`src/design/tbdl_pkg.sv`:
```
`default_nettype none

package tbdl_pkg;

  // Button geometry and point limits.
  localparam int NUM_BUTTONS    = 3;
  localparam int CARRIED_POINTS = 2;

  // Depth of the queue between the classifier and the state update.
  localparam int QUEUE_DEPTH = 2;
  localparam int QUEUE_PTR_W = 1;
  localparam int QUEUE_CNT_W = 2;

  // Left edges of the left, middle and right buttons.
  localparam logic [NUM_BUTTONS-1:0][15:0] LEFT_EDGE = {16'd224, 16'd117, 16'd10};

  // Register indexes on the configuration port.
  localparam logic [2:0] REG_DEBOUNCE    = 3'd0;
  localparam logic [2:0] REG_HOLD_LEFT   = 3'd1;
  localparam logic [2:0] REG_HOLD_MIDDLE = 3'd2;
  localparam logic [2:0] REG_HOLD_RIGHT  = 3'd3;
  localparam logic [2:0] REG_TOP         = 3'd4;
  localparam logic [2:0] REG_WIDTH       = 3'd5;
  localparam logic [2:0] REG_HEIGHT      = 3'd6;
  localparam logic [2:0] REG_ENABLE      = 3'd7;

  // Register reset values.
  localparam logic [15:0] RST_DEBOUNCE = 16'd3;
  localparam logic [15:0] RST_TOP      = 16'd241;
  localparam logic [15:0] RST_WIDTH    = 16'd86;
  localparam logic [15:0] RST_HEIGHT   = 16'd38;

  // Bit offsets of the event groups in the enable register.
  localparam int EN_PRESS_LSB   = 0;
  localparam int EN_RELEASE_LSB = 3;
  localparam int EN_HOLD_LSB    = 6;

  typedef struct packed {
    logic [31:0] now_tick;
    logic [1:0]  point_count;
    logic [15:0] first_x;
    logic [15:0] first_y;
    logic [15:0] second_x;
    logic [15:0] second_y;
  } in_word_t;

  typedef struct packed {
    logic [2:0] press_mask;
    logic [2:0] hold_mask;
    logic [2:0] release_mask;
    logic [2:0] held_now;
  } out_word_t;

  typedef struct packed {
    logic [15:0]                        debounce_ticks;
    logic [NUM_BUTTONS-1:0][15:0]       hold_ticks;
    logic [15:0]                        region_top;
    logic [15:0]                        region_width;
    logic [15:0]                        region_height;
    logic [8:0]                         event_enable;
  } cfg_t;

  // A classified poll: its time stamp and the raw touch bit of each button.
  typedef struct packed {
    logic [31:0]            now_tick;
    logic [NUM_BUTTONS-1:0] raw;
  } cls_word_t;

endpackage

`default_nettype wire

```
`src/design/tbdl_front.sv`:
```
`default_nettype none

module tbdl_front #(
  parameter int TouchPoints = 2
) (
  input  wire                  in_valid_i,
  output logic                 in_stall_o,
  input  tbdl_pkg::in_word_t   in_word_i,
  input  tbdl_pkg::cfg_t       cfg_i,
  input  wire                  q_full_i,
  output logic                 q_push_o,
  output tbdl_pkg::cls_word_t  q_word_o
);

  localparam int LimitInt = (TouchPoints < tbdl_pkg::CARRIED_POINTS) ?
                            TouchPoints : tbdl_pkg::CARRIED_POINTS;
  localparam logic [1:0] Limit = 2'(LimitInt);

  logic [1:0]                                   count;
  logic [tbdl_pkg::CARRIED_POINTS-1:0][15:0]    px;
  logic [tbdl_pkg::CARRIED_POINTS-1:0][15:0]    py;
  logic [tbdl_pkg::NUM_BUTTONS-1:0][16:0]       x_end;
  logic [16:0]                                  y_end;
  logic [tbdl_pkg::NUM_BUTTONS-1:0][tbdl_pkg::CARRIED_POINTS-1:0] hit;
  logic [tbdl_pkg::NUM_BUTTONS-1:0]             raw;

  // The front side is never held up except by a full queue.
  assign in_stall_o = q_full_i;
  assign q_push_o   = in_valid_i && !q_full_i;

  // Clamp the point count to the points that are actually carried.
  assign count = (in_word_i.point_count > Limit) ? Limit : in_word_i.point_count;
  assign px    = {in_word_i.second_x, in_word_i.first_x};
  assign py    = {in_word_i.second_y, in_word_i.first_y};
  assign y_end = {1'b0, cfg_i.region_top} + {1'b0, cfg_i.region_height};

  // Test every valid point against every button region; the far edges
  // are formed one bit wider so a region may run past the coordinate range.
  always_comb begin
    for (int b = 0; b < tbdl_pkg::NUM_BUTTONS; b++) begin
      x_end[b] = {1'b0, tbdl_pkg::LEFT_EDGE[b]} + {1'b0, cfg_i.region_width};
      for (int p = 0; p < tbdl_pkg::CARRIED_POINTS; p++) begin
        hit[b][p] = (count > 2'(p)) &&
                    (px[p] >= tbdl_pkg::LEFT_EDGE[b]) &&
                    ({1'b0, px[p]} < x_end[b]) &&
                    (py[p] >= cfg_i.region_top) &&
                    ({1'b0, py[p]} < y_end);
      end
      raw[b] = |hit[b];
    end
  end

  assign q_word_o.now_tick = in_word_i.now_tick;
  assign q_word_o.raw      = raw;

endmodule

`default_nettype wire

```
`src/design/tbdl_queue.sv`:
```
`default_nettype none

module tbdl_queue (
  input  wire                  clk_i,
  input  wire                  rst_ni,
  input  wire                  push_i,
  input  tbdl_pkg::cls_word_t  push_word_i,
  output logic                 full_o,
  input  wire                  pop_i,
  output logic                 valid_o,
  output tbdl_pkg::cls_word_t  pop_word_o
);

  tbdl_pkg::cls_word_t                 mem_q [tbdl_pkg::QUEUE_DEPTH];
  logic [tbdl_pkg::QUEUE_PTR_W-1:0]    wr_ptr_q, wr_ptr_d;
  logic [tbdl_pkg::QUEUE_PTR_W-1:0]    rd_ptr_q, rd_ptr_d;
  logic [tbdl_pkg::QUEUE_CNT_W-1:0]    cnt_q, cnt_d;
  logic                                do_push;
  logic                                do_pop;

  assign full_o     = (cnt_q == tbdl_pkg::QUEUE_CNT_W'(tbdl_pkg::QUEUE_DEPTH));
  assign valid_o    = (cnt_q != '0);
  assign pop_word_o = mem_q[rd_ptr_q];
  assign do_push    = push_i && !full_o;
  assign do_pop     = pop_i && valid_o;

  // Pointer and fill count update.
  always_comb begin
    wr_ptr_d = wr_ptr_q;
    rd_ptr_d = rd_ptr_q;
    cnt_d    = cnt_q;
    if (do_push) begin
      wr_ptr_d = wr_ptr_q + 1'b1;
    end
    if (do_pop) begin
      rd_ptr_d = rd_ptr_q + 1'b1;
    end
    if (do_push && !do_pop) begin
      cnt_d = cnt_q + 1'b1;
    end else if (do_pop && !do_push) begin
      cnt_d = cnt_q - 1'b1;
    end
  end

  always_ff @(posedge clk_i or negedge rst_ni) begin
    if (!rst_ni) begin
      wr_ptr_q <= '0;
      rd_ptr_q <= '0;
      cnt_q    <= '0;
    end else begin
      wr_ptr_q <= wr_ptr_d;
      rd_ptr_q <= rd_ptr_d;
      cnt_q    <= cnt_d;
    end
  end

  // Entry storage.
  always_ff @(posedge clk_i) begin
    if (do_push) begin
      mem_q[wr_ptr_q] <= push_word_i;
    end
  end

endmodule

`default_nettype wire

```
`src/design/tbdl_back.sv`:
```
`default_nettype none

module tbdl_back (
  input  wire                  clk_i,
  input  wire                  rst_ni,
  input  tbdl_pkg::cfg_t       cfg_i,
  input  wire                  q_valid_i,
  input  tbdl_pkg::cls_word_t  q_word_i,
  output logic                 q_pop_o,
  output logic                 out_valid_o,
  input  wire                  out_stall_i,
  output tbdl_pkg::out_word_t  out_word_o
);

  localparam int NB = tbdl_pkg::NUM_BUTTONS;

  logic [NB-1:0]        deb_q, deb_d;
  logic [NB-1:0]        raw_prev_q, raw_prev_d;
  logic [NB-1:0]        hold_rep_q, hold_rep_d;
  logic [NB-1:0][31:0]  chg_tick_q, chg_tick_d;
  logic [NB-1:0][31:0]  prs_tick_q, prs_tick_d;
  logic [NB-1:0][31:0]  chg_age;
  logic [NB-1:0][31:0]  prs_age;
  logic [NB-1:0]        settle;
  logic [NB-1:0]        press;
  logic [NB-1:0]        release_ev;
  logic [NB-1:0]        hold;
  logic                 out_valid_q;
  tbdl_pkg::out_word_t  out_word_q, out_word_d;
  logic                 advance;
  logic [31:0]          now;

  // The output register moves whenever it is empty or being taken.
  assign advance     = !out_valid_q || !out_stall_i;
  assign q_pop_o     = q_valid_i && advance;
  assign out_valid_o = out_valid_q;
  assign out_word_o  = out_word_q;
  assign now         = q_word_i.now_tick;

  // Per-button debounce and long-press update for the word at the queue head.
  always_comb begin
    deb_d      = deb_q;
    raw_prev_d = raw_prev_q;
    hold_rep_d = hold_rep_q;
    chg_tick_d = chg_tick_q;
    prs_tick_d = prs_tick_q;
    press      = '0;
    release_ev = '0;
    hold       = '0;
    for (int b = 0; b < NB; b++) begin
      if (q_word_i.raw[b] != raw_prev_q[b]) begin
        raw_prev_d[b] = q_word_i.raw[b];
        chg_tick_d[b] = now;
      end
      chg_age[b] = now - chg_tick_d[b];
      settle[b]  = (cfg_i.debounce_ticks == '0) ||
                   (chg_age[b] >= {16'd0, cfg_i.debounce_ticks});
      if ((q_word_i.raw[b] != deb_q[b]) && settle[b]) begin
        deb_d[b]      = q_word_i.raw[b];
        hold_rep_d[b] = 1'b0;
        if (q_word_i.raw[b]) begin
          prs_tick_d[b] = now;
          press[b]      = 1'b1;
        end else begin
          release_ev[b] = 1'b1;
        end
      end
      prs_age[b] = now - prs_tick_d[b];
      if (deb_d[b] && !hold_rep_d[b] && (cfg_i.hold_ticks[b] != '0) &&
          (prs_age[b] >= {16'd0, cfg_i.hold_ticks[b]})) begin
        hold_rep_d[b] = 1'b1;
        hold[b]       = 1'b1;
      end
    end
  end

  // Gate the events with their enable bits.
  always_comb begin
    out_word_d.press_mask   = press &
        cfg_i.event_enable[tbdl_pkg::EN_PRESS_LSB +: NB];
    out_word_d.hold_mask    = hold &
        cfg_i.event_enable[tbdl_pkg::EN_HOLD_LSB +: NB];
    out_word_d.release_mask = release_ev &
        cfg_i.event_enable[tbdl_pkg::EN_RELEASE_LSB +: NB];
    out_word_d.held_now     = deb_d;
  end

  // Button state commits only when a word is taken from the queue.
  always_ff @(posedge clk_i or negedge rst_ni) begin
    if (!rst_ni) begin
      deb_q       <= '0;
      raw_prev_q  <= '0;
      hold_rep_q  <= '0;
      chg_tick_q  <= '0;
      prs_tick_q  <= '0;
      out_valid_q <= 1'b0;
    end else begin
      if (q_pop_o) begin
        deb_q      <= deb_d;
        raw_prev_q <= raw_prev_d;
        hold_rep_q <= hold_rep_d;
        chg_tick_q <= chg_tick_d;
        prs_tick_q <= prs_tick_d;
      end
      if (advance) begin
        out_valid_q <= q_valid_i;
      end
    end
  end

  // Result payload register.
  always_ff @(posedge clk_i) begin
    if (q_pop_o) begin
      out_word_q <= out_word_d;
    end
  end

endmodule

`default_nettype wire

```
`src/design/touch_button_debounce_longpress.sv`:
```
// Channel  | Valid        | Stall        | Word
// ---------+--------------+--------------+-------------------------------
// input    | in_valid_i   | in_stall_o   | in_word_i  (one touch poll)
// output   | out_valid_o  | out_stall_i  | out_word_o (event masks)
// config   | psel/penable | pready (=1)  | paddr/pwdata/prdata, 4-byte regs
//
// One poll per cycle sustained while out_stall_i is low; a poll's result is
// classified into the queue, then passes one state update into the output
// register. The two-entry queue between classifier and state update
// absorbs output stalls; in_stall_o rises only when it is full.
// Reset clears the button state and loads the register defaults; no
// clearing pass is needed.
`default_nettype none

module touch_button_debounce_longpress #(
  parameter int TouchPoints = 2
) (
  input  wire                  clk_i,
  input  wire                  rst_ni,
  input  wire                  in_valid_i,
  output logic                 in_stall_o,
  input  tbdl_pkg::in_word_t   in_word_i,
  output logic                 out_valid_o,
  input  wire                  out_stall_i,
  output tbdl_pkg::out_word_t  out_word_o,
  input  wire                  psel,
  input  wire                  penable,
  input  wire                  pwrite,
  input  wire  [4:0]           paddr,
  input  wire  [31:0]          pwdata,
  output logic [31:0]          prdata,
  output logic                 pready
);

  tbdl_pkg::cfg_t       cfg_q;
  logic                 cfg_wr;
  logic [2:0]           reg_idx;
  logic                 q_full;
  logic                 q_push;
  logic                 q_pop;
  logic                 q_valid;
  tbdl_pkg::cls_word_t  push_word;
  tbdl_pkg::cls_word_t  head_word;

  assign pready  = 1'b1;
  assign cfg_wr  = psel && penable && pwrite && pready;
  assign reg_idx = paddr[4:2];

  // Configuration registers.
  always_ff @(posedge clk_i or negedge rst_ni) begin
    if (!rst_ni) begin
      cfg_q.debounce_ticks <= tbdl_pkg::RST_DEBOUNCE;
      cfg_q.hold_ticks     <= '0;
      cfg_q.region_top     <= tbdl_pkg::RST_TOP;
      cfg_q.region_width   <= tbdl_pkg::RST_WIDTH;
      cfg_q.region_height  <= tbdl_pkg::RST_HEIGHT;
      cfg_q.event_enable   <= '0;
    end else if (cfg_wr) begin
      case (reg_idx)
        tbdl_pkg::REG_DEBOUNCE:    cfg_q.debounce_ticks <= pwdata[15:0];
        tbdl_pkg::REG_HOLD_LEFT:   cfg_q.hold_ticks[0]  <= pwdata[15:0];
        tbdl_pkg::REG_HOLD_MIDDLE: cfg_q.hold_ticks[1]  <= pwdata[15:0];
        tbdl_pkg::REG_HOLD_RIGHT:  cfg_q.hold_ticks[2]  <= pwdata[15:0];
        tbdl_pkg::REG_TOP:         cfg_q.region_top     <= pwdata[15:0];
        tbdl_pkg::REG_WIDTH:       cfg_q.region_width   <= pwdata[15:0];
        tbdl_pkg::REG_HEIGHT:      cfg_q.region_height  <= pwdata[15:0];
        tbdl_pkg::REG_ENABLE:      cfg_q.event_enable   <= pwdata[8:0];
        default: begin
        end
      endcase
    end
  end

  // Register read back.
  always_comb begin
    case (reg_idx)
      tbdl_pkg::REG_DEBOUNCE:    prdata = {16'd0, cfg_q.debounce_ticks};
      tbdl_pkg::REG_HOLD_LEFT:   prdata = {16'd0, cfg_q.hold_ticks[0]};
      tbdl_pkg::REG_HOLD_MIDDLE: prdata = {16'd0, cfg_q.hold_ticks[1]};
      tbdl_pkg::REG_HOLD_RIGHT:  prdata = {16'd0, cfg_q.hold_ticks[2]};
      tbdl_pkg::REG_TOP:         prdata = {16'd0, cfg_q.region_top};
      tbdl_pkg::REG_WIDTH:       prdata = {16'd0, cfg_q.region_width};
      tbdl_pkg::REG_HEIGHT:      prdata = {16'd0, cfg_q.region_height};
      tbdl_pkg::REG_ENABLE:      prdata = {23'd0, cfg_q.event_enable};
      default:                   prdata = '0;
    endcase
  end

  // Classifier: finds which buttons each poll touches.
  tbdl_front #(
    .TouchPoints(TouchPoints)
  ) u_front (
    .in_valid_i (in_valid_i),
    .in_stall_o (in_stall_o),
    .in_word_i  (in_word_i),
    .cfg_i      (cfg_q),
    .q_full_i   (q_full),
    .q_push_o   (q_push),
    .q_word_o   (push_word)
  );

  // Queue between classifier and state update.
  tbdl_queue u_queue (
    .clk_i       (clk_i),
    .rst_ni      (rst_ni),
    .push_i      (q_push),
    .push_word_i (push_word),
    .full_o      (q_full),
    .pop_i       (q_pop),
    .valid_o     (q_valid),
    .pop_word_o  (head_word)
  );

  // Debounce, long-press and event generation.
  tbdl_back u_back (
    .clk_i       (clk_i),
    .rst_ni      (rst_ni),
    .cfg_i       (cfg_q),
    .q_valid_i   (q_valid),
    .q_word_i    (head_word),
    .q_pop_o     (q_pop),
    .out_valid_o (out_valid_o),
    .out_stall_i (out_stall_i),
    .out_word_o  (out_word_o)
  );

endmodule

`default_nettype wire

```
`config.mk`:
```
export PLATFORM = sky130hd
export DESIGN_NAME = touch_button_debounce_longpress
export DESIGN_NICKNAME = d
export VERILOG_FILES = /design/src/design/tbdl_pkg.sv /design/src/design/tbdl_front.sv /design/src/design/tbdl_queue.sv /design/src/design/tbdl_back.sv /design/src/design/touch_button_debounce_longpress.sv
export SDC_FILE = /design/constraint.sdc
export NUM_CORES = 1
export LEC_CHECK = 0
export BUFFER_PORTS_ARGS = -buffer_cell sky130_fd_sc_hd__buf_2
export CAP_MARGIN = 20
export CORE_ASPECT_RATIO = 1.4
export CORE_MARGIN = 2
export CORE_UTILIZATION = 55
export DETAILED_ROUTE_END_ITERATION = 6
export PLACE_DENSITY_LB_ADDON = 0.08
export RECOVER_POWER = 25
export REMOVE_ABC_BUFFERS = 1
export SETUP_SLACK_MARGIN = 0.1
export SLEW_MARGIN = 20
export SYNTH_ARGS = -nofsm -noshare
export SYNTH_HDL_FRONTEND = slang
export SYNTH_HIERARCHICAL = 1
export SYNTH_SLANG_ARGS = --single-unit
```
`constraint.sdc`:
```
create_clock -name clk_i -period 11.8 [get_ports clk_i]
set_clock_uncertainty 0.05 [all_clocks]
set_input_delay 0 -clock clk_i [delete_from_list [all_inputs] [get_ports clk_i]]
set_output_delay 0 -clock clk_i [all_outputs]
set_load 0.05 [all_outputs]
```
Word-level counts from Yosys, hierarchy flattened
Memory sizes are Yosys's and may differ from the RTL's.
Cells that the tools add are included.
- latch bits: 0
- output and inout port bits: 47
- memory bits (writable): 70
- memory bits (read-only): 0
- register bits after elaboration: 339
- memories kept: 1
- input bits: 142
- div/mod/pow operators: 0
- $lt $le $gt $ge: 25
- add/sub/neg operators: 14
- mux-type cells: 39
- $mul: 0
- bitwise logic cells: 3
- eq/ne operators: 14
- reductions and logical operators: 77
- shifts and indexed selects: 0
- memory list (name ; depth ; bits a word ; rd ports ; clocked after Yosys merged registers in ; wr ports ; RTL line ; source):
    u_queue.mem_q ; 2 ; 35 ; 1 ; 0 ; 1 ; tbdl_queue.sv:14 ; tbdl_pkg::cls_word_t mem_q [tbdl_pkg::QUEUE_DEPTH];
- operators with widths (cell ; count):
    $mux W32 ; 9
    $pmux W32 S8 ; 1
    $ge A32 B16 Y1 ; 6
    $sub A32 B32 Y32 ; 6
    $lt A16 B17 Y1 ; 8
    $reduce_bool A16 Y1 ; 3
    $logic_and A1 B1 Y1 ; 44
    $ge A16 B16 Y1 ; 2
    $ge A16 B4 Y1 const B ; 2
    $ge A16 B7 Y1 const B ; 2
    $ge A16 B8 Y1 const B ; 2
    $mux W1 ; 26
    $reduce_and A2 Y1 ; 11
    $add A16 B16 Y17 ; 1
    $add A4 B16 Y17 const A ; 1
    $add A7 B16 Y17 const A ; 1
    $add A8 B16 Y17 const A ; 1
    $logic_not A16 Y1 ; 1
    $eq A3 B3 Y1 const B ; 4
    $and A3 B3 Y3 ; 3
    $logic_not A1 Y1 ; 8
    $eq A3 B2 Y1 const B ; 2
    $mux W2 ; 3
    $ne A1 B1 Y1 ; 6
    11 further kinds ; 19

Depth between registers and ports, before layout
An unclocked memory read counts as a cell.
- depth after elaboration: 14
- gate-level depth with buffers: 63

By module
The synthesis kept the hierarchy.
- modules (own cells, without submodules) (module ; instances ; cells an instance ; sequential area each (um^2) ; area each (um^2)):
    tbdl_back ; 1 ; 3117 ; 5415.2 ; 24740.0
    touch_button_debounce_longpress ; 1 ; 423 ; 3045.4 ; 5748.0
    tbdl_front ; 1 ; 630 ; 0.0 ; 5018.6
    tbdl_queue ; 1 ; 128 ; 2202.1 ; 2876.5

Least setup slack after synthesis
OpenSTA, ideal clock, no wires.
- path kind: flip-flop to flip-flop
- start point: register u_queue.rd_ptr_q
- end point: register u_back.out_word_q (netlist bit u_back/out_word_o[8]) (data pin)
- setup time: 0.252 ns
- data required time: 11.498 ns
- slack: 0.134 ns
- clock period less this slack: 11.666 ns
- arrival: 11.363 ns
- stages on the path, launching flop included: 52
- buffers on the path: 9
- cell sequence: dfrtp_1 buf_6 buf_12 mux2_4 buf_4 xnor2_2 clkbuf_1 buf_1 buf_1 o21ai_0 ha_1 a21o_1 a22o_1 a21oi_2 a31oi_1 nand4_1 o211ai_1 xor2_1 [... 16 more ...] a31oi_1 o21ai_0 a21oi_1 maj3_1 o31ai_1 nand2_1 a221oi_2 or2_2 xor2_1 ha_1 a2111oi_0 o2111ai_1 or4_1 nor4_1 o2111ai_1 a2111oi_2 o2111a_1 nor2_1
- RTL lines (what ; RTL line ; source):
    start: declaration ; tbdl_queue.sv:16 ; logic [tbdl_pkg::QUEUE_PTR_W-1:0] rd_ptr_q, rd_ptr_d;
    start signal: assignment ; tbdl_queue.sv:52 ; rd_ptr_q <= rd_ptr_d;
    end signal: assignment ; tbdl_back.sv:114 ; out_word_q <= out_word_d;
    end: declaration ; tbdl_back.sv:29 ; tbdl_pkg::out_word_t out_word_q, out_word_d;

==> results.cfg <==
[floorplanning]
num_rows = 114
die_w_um = 227
start_util_pct = 55.6
die-area_mm2 = 0.0719
core_region_area_mm2 = 0.0690
die_h_um = 317
ios = 189

[cts]
clockRootBuffer = clkbuf_16
cts.sinks = 409
clk_path_buf_depth = 3
path_clk_slew_ns = 0.07
htree_levels = 2
insertion_delay_ns = 0.64
numCtsBuffers = 45
cts_tree = built

[logic_synthesis]
synth_top_area_share_pct = 20.4
synth_area_leaders = dfrtp_1 (20%), ha_1 (13%), edfxtp_1 (6.4%)
synth-compound-area-share_pct = 20.6
ys_warn_count = 6
synth-xor-area-share_pct = 4.91
yosys.cell_types.count = 119
post_synth_fa_ha_maj_area_fraction_pct = 14.6
synth_top_family_by_area = compound AO/OA/AOI/OAI gates
synthSimpleGateAreaFrac_pct = 15.1
synth_edf_count = 82
post_synth.cell_area_avg_um2 = 8.93
ys_seq_elements = 409
async_flop_share_pct = 80.0
synth.area.mux_share_pct = 11.9
synthFlopType = dfrtp_1
syn_area_mm2 = 0.0384
synthCells = 4298
yosysTopAreaCell = dfrtp_1
ys_seq_area_share_pct = 27.8

[layout]
syn_to_final_growth_pct = 8.99
final_nets = 4948
drive_gt1_share_pct = 13.3
layout_commonest_cell = a21oi_1
mostFrequentLayoutCells = a21oi_1 (417), ha_1 (411), nor2_1 (350), dfrtp_1 (312), nand2_1 (268)
n_fill_cell = 6246
final_cells = 5355
diodes = 0

[worst_setup_path]
cp_num_cells = 49
r2r_start = u_queue/rd_ptr_q$_DFFE_PN0P_
cp.arrival_ns = 11.40
slowest_delay_ns = 0.54
cp_num_buf_inv = 6
end_kind = flip-flop
reg2reg_depth = 49
cp_max_fo = 7
reg2reg_to = u_back/out_word_o[8]$_DFFE_PP_
cpLargestDelayFamily = compound AO/OA/AOI/OAI gates
worst_ep_required_time_ns = 12.14
reg2reg_slack_ns = 0.73
cp-start-kind = flip-flop
critical_path_class = flip-flop to flip-flop
cpMaxStageDelayCell = or4_1

[timing]
max_freq_mhz = 90.4
relSlewSlack_pct = -172
finalSetupViolCount = 0
fin_crit_sh_pct = 93.8
worst_slew_pin_slew_ns = 4.08
hold_violations = 0
fin_crit_ns = 11.07
drv_slew = 269
rsz0062_at_grt = false

[routing]
wirelength_mm = 121
ant_nets = 0
drtIter0Drc = 2257
route.vias.total = 33300
avgViaCountPerCell = 6.21
drc_errors = 0
wire_per_inst_um = 22.6
drt_pass1_iterations = 6

[worst_hold_path]
holdPathStages = 4
hold_start = penable
holdPathEnd = cfg_q[30]$_DFFE_PN0P_
hp-class = input pin to flip-flop

[global_routing]
antenna_found_initial = 0
grt_pass1_vias = 33000
grt_max_degree = 99
track_usage_pct = 33.6
grt_pass1_wl_mm = 187
grt-ovfl-total = 0

[flow_run]
drv_cap = 6

[placed_design]
dp.cells = 5210
io_buffer_count = 153
gp_congestion = 0.979
hpwl_mm = 95.0

[status]
outcome = finished, violations left
violations = max-capacitance violations, max-slew violations
worst max path at each step:
stage	startpoint	endpoint	slack, ns
after detailed placement	u_queue/rd_ptr_q$_DFFE_PN0P_	u_back/out_word_o[8]$_DFFE_PP_	0.40
after global routing	u_queue/rd_ptr_q$_DFFE_PN0P_	u_back/out_word_o[7]$_DFFE_PP_	0.16
after CTS	u_queue/rd_ptr_q$_DFFE_PN0P_	u_back/out_word_o[8]$_DFFE_PP_	0.35
final	u_queue/rd_ptr_q$_DFFE_PN0P_	u_back/out_word_o[8]$_DFFE_PP_	0.73
after global placement	u_queue/rd_ptr_q$_DFFE_PN0P_	u_back/out_word_o[8]$_DFFE_PP_	0.66
after floorplan	u_queue/rd_ptr_q$_DFFE_PN0P_	u_back/out_word_o[6]$_DFFE_PP_	-4.45
metrics by stage:
step                      hold WS [ns]  TNS, ns  area, um^2  setup WS [ns]  utilization [%]
after floorplan                 -0.346   -41.58       37100          -4.45                -
after global placement         -0.0816        0       39700          0.655             57.5
after detailed placement       -0.0746        0       39700          0.399             57.5
after CTS                      0.00754        0       41800          0.353             60.5
after global routing            0.0393        0       41800          0.157             60.6
final                           0.0284        0       41800          0.733             60.6
synth_stat cells (all sizes together), types with 95 or more instances:
cell    count
a21o      139
buf       112
nor2      357
ha        412
mux2i     179
o21ai     232
xnor2     114
dfrtp     313
nand2     272
clkbuf    140
xor2       95
mux2      222
inv       177
a21oi     426
per-layer routing:
layer  track usage [%]  share of wire (%)  wire [um]  vias up
met4              18.3                6.0       7270        0
met2              59.9                 50      60800      905
met1              38.9                 39      47400    16100
met3              4.21                4.5       5380      288
li1                  -                  -          -    16000
met5                 0                  0          0        -
flip-flops by register name, summed over array words and instances (netlist names):
register / cells
u_back/chg_tick_q: 96
u_back/out_valid_o: 1
cfg_q: 121
u_queue/mem_q: 70
u_queue/rd_ptr_q: 1
u_queue/cnt_q: 2
u_back/deb_q: 3
u_back/hold_rep_q: 3
u_back/out_word_o: 12
u_back/prs_tick_q: 96
u_queue/wr_ptr_q: 1
u_back/raw_prev_q: 3
worst register-to-register path, delay by kind of cell, from the launching register on:
family | cells | cell delay, ns
AO/OA/AOI/OAI | 19 | 3.97
XOR/XNOR | 3 | 0.56
multiplexers | 2 | 0.71
adder cells (fa/ha/maj) | 5 | 1.30
buffers and inverters | 6 | 0.73
flip-flops | 1 | 0.43
AND/OR/NAND/NOR | 14 | 3.08
layout make-up:
| cell class | instances | area (um^2) | share of cell area, % |
|---|---|---|---|
| clock buffers | 52 | 1160 | 2.78 |
| clock inverters | 32 | 358 | 0.855 |
| inverters | 177 | 664 | 1.59 |
| multi-input cells | 3475 | 26000 | 62.1 |
| flip-flops and latches | 409 | 10700 | 25.5 |
| well taps | 928 | 1160 | 2.78 |
| repair buffers | 282 | 1840 | 4.39 |
kinds of logic (layout without fill, tap and decap cells):
family,after synthesis,after routing
compound gates,1219,1219
simple gates,1170,1170
mux,406,406
other cells,2,17
xor+xnor,209,209
flops,409,409
fa+ha+maj,454,454
buf+inv,429,543
what timing repair did:
item / in CTS / in global routing
endpoints found under the hold margin: 268 / 0
gates resized for setup: 0 / 36
setup buffers: 0 / 4
hold buffers: 57 / 0
setup endpoints to repair: 0 / 6
Power is left out: the tool's default activity adds up to more than one toggle a clock period on the data nets, which glitch-free logic cannot reach.
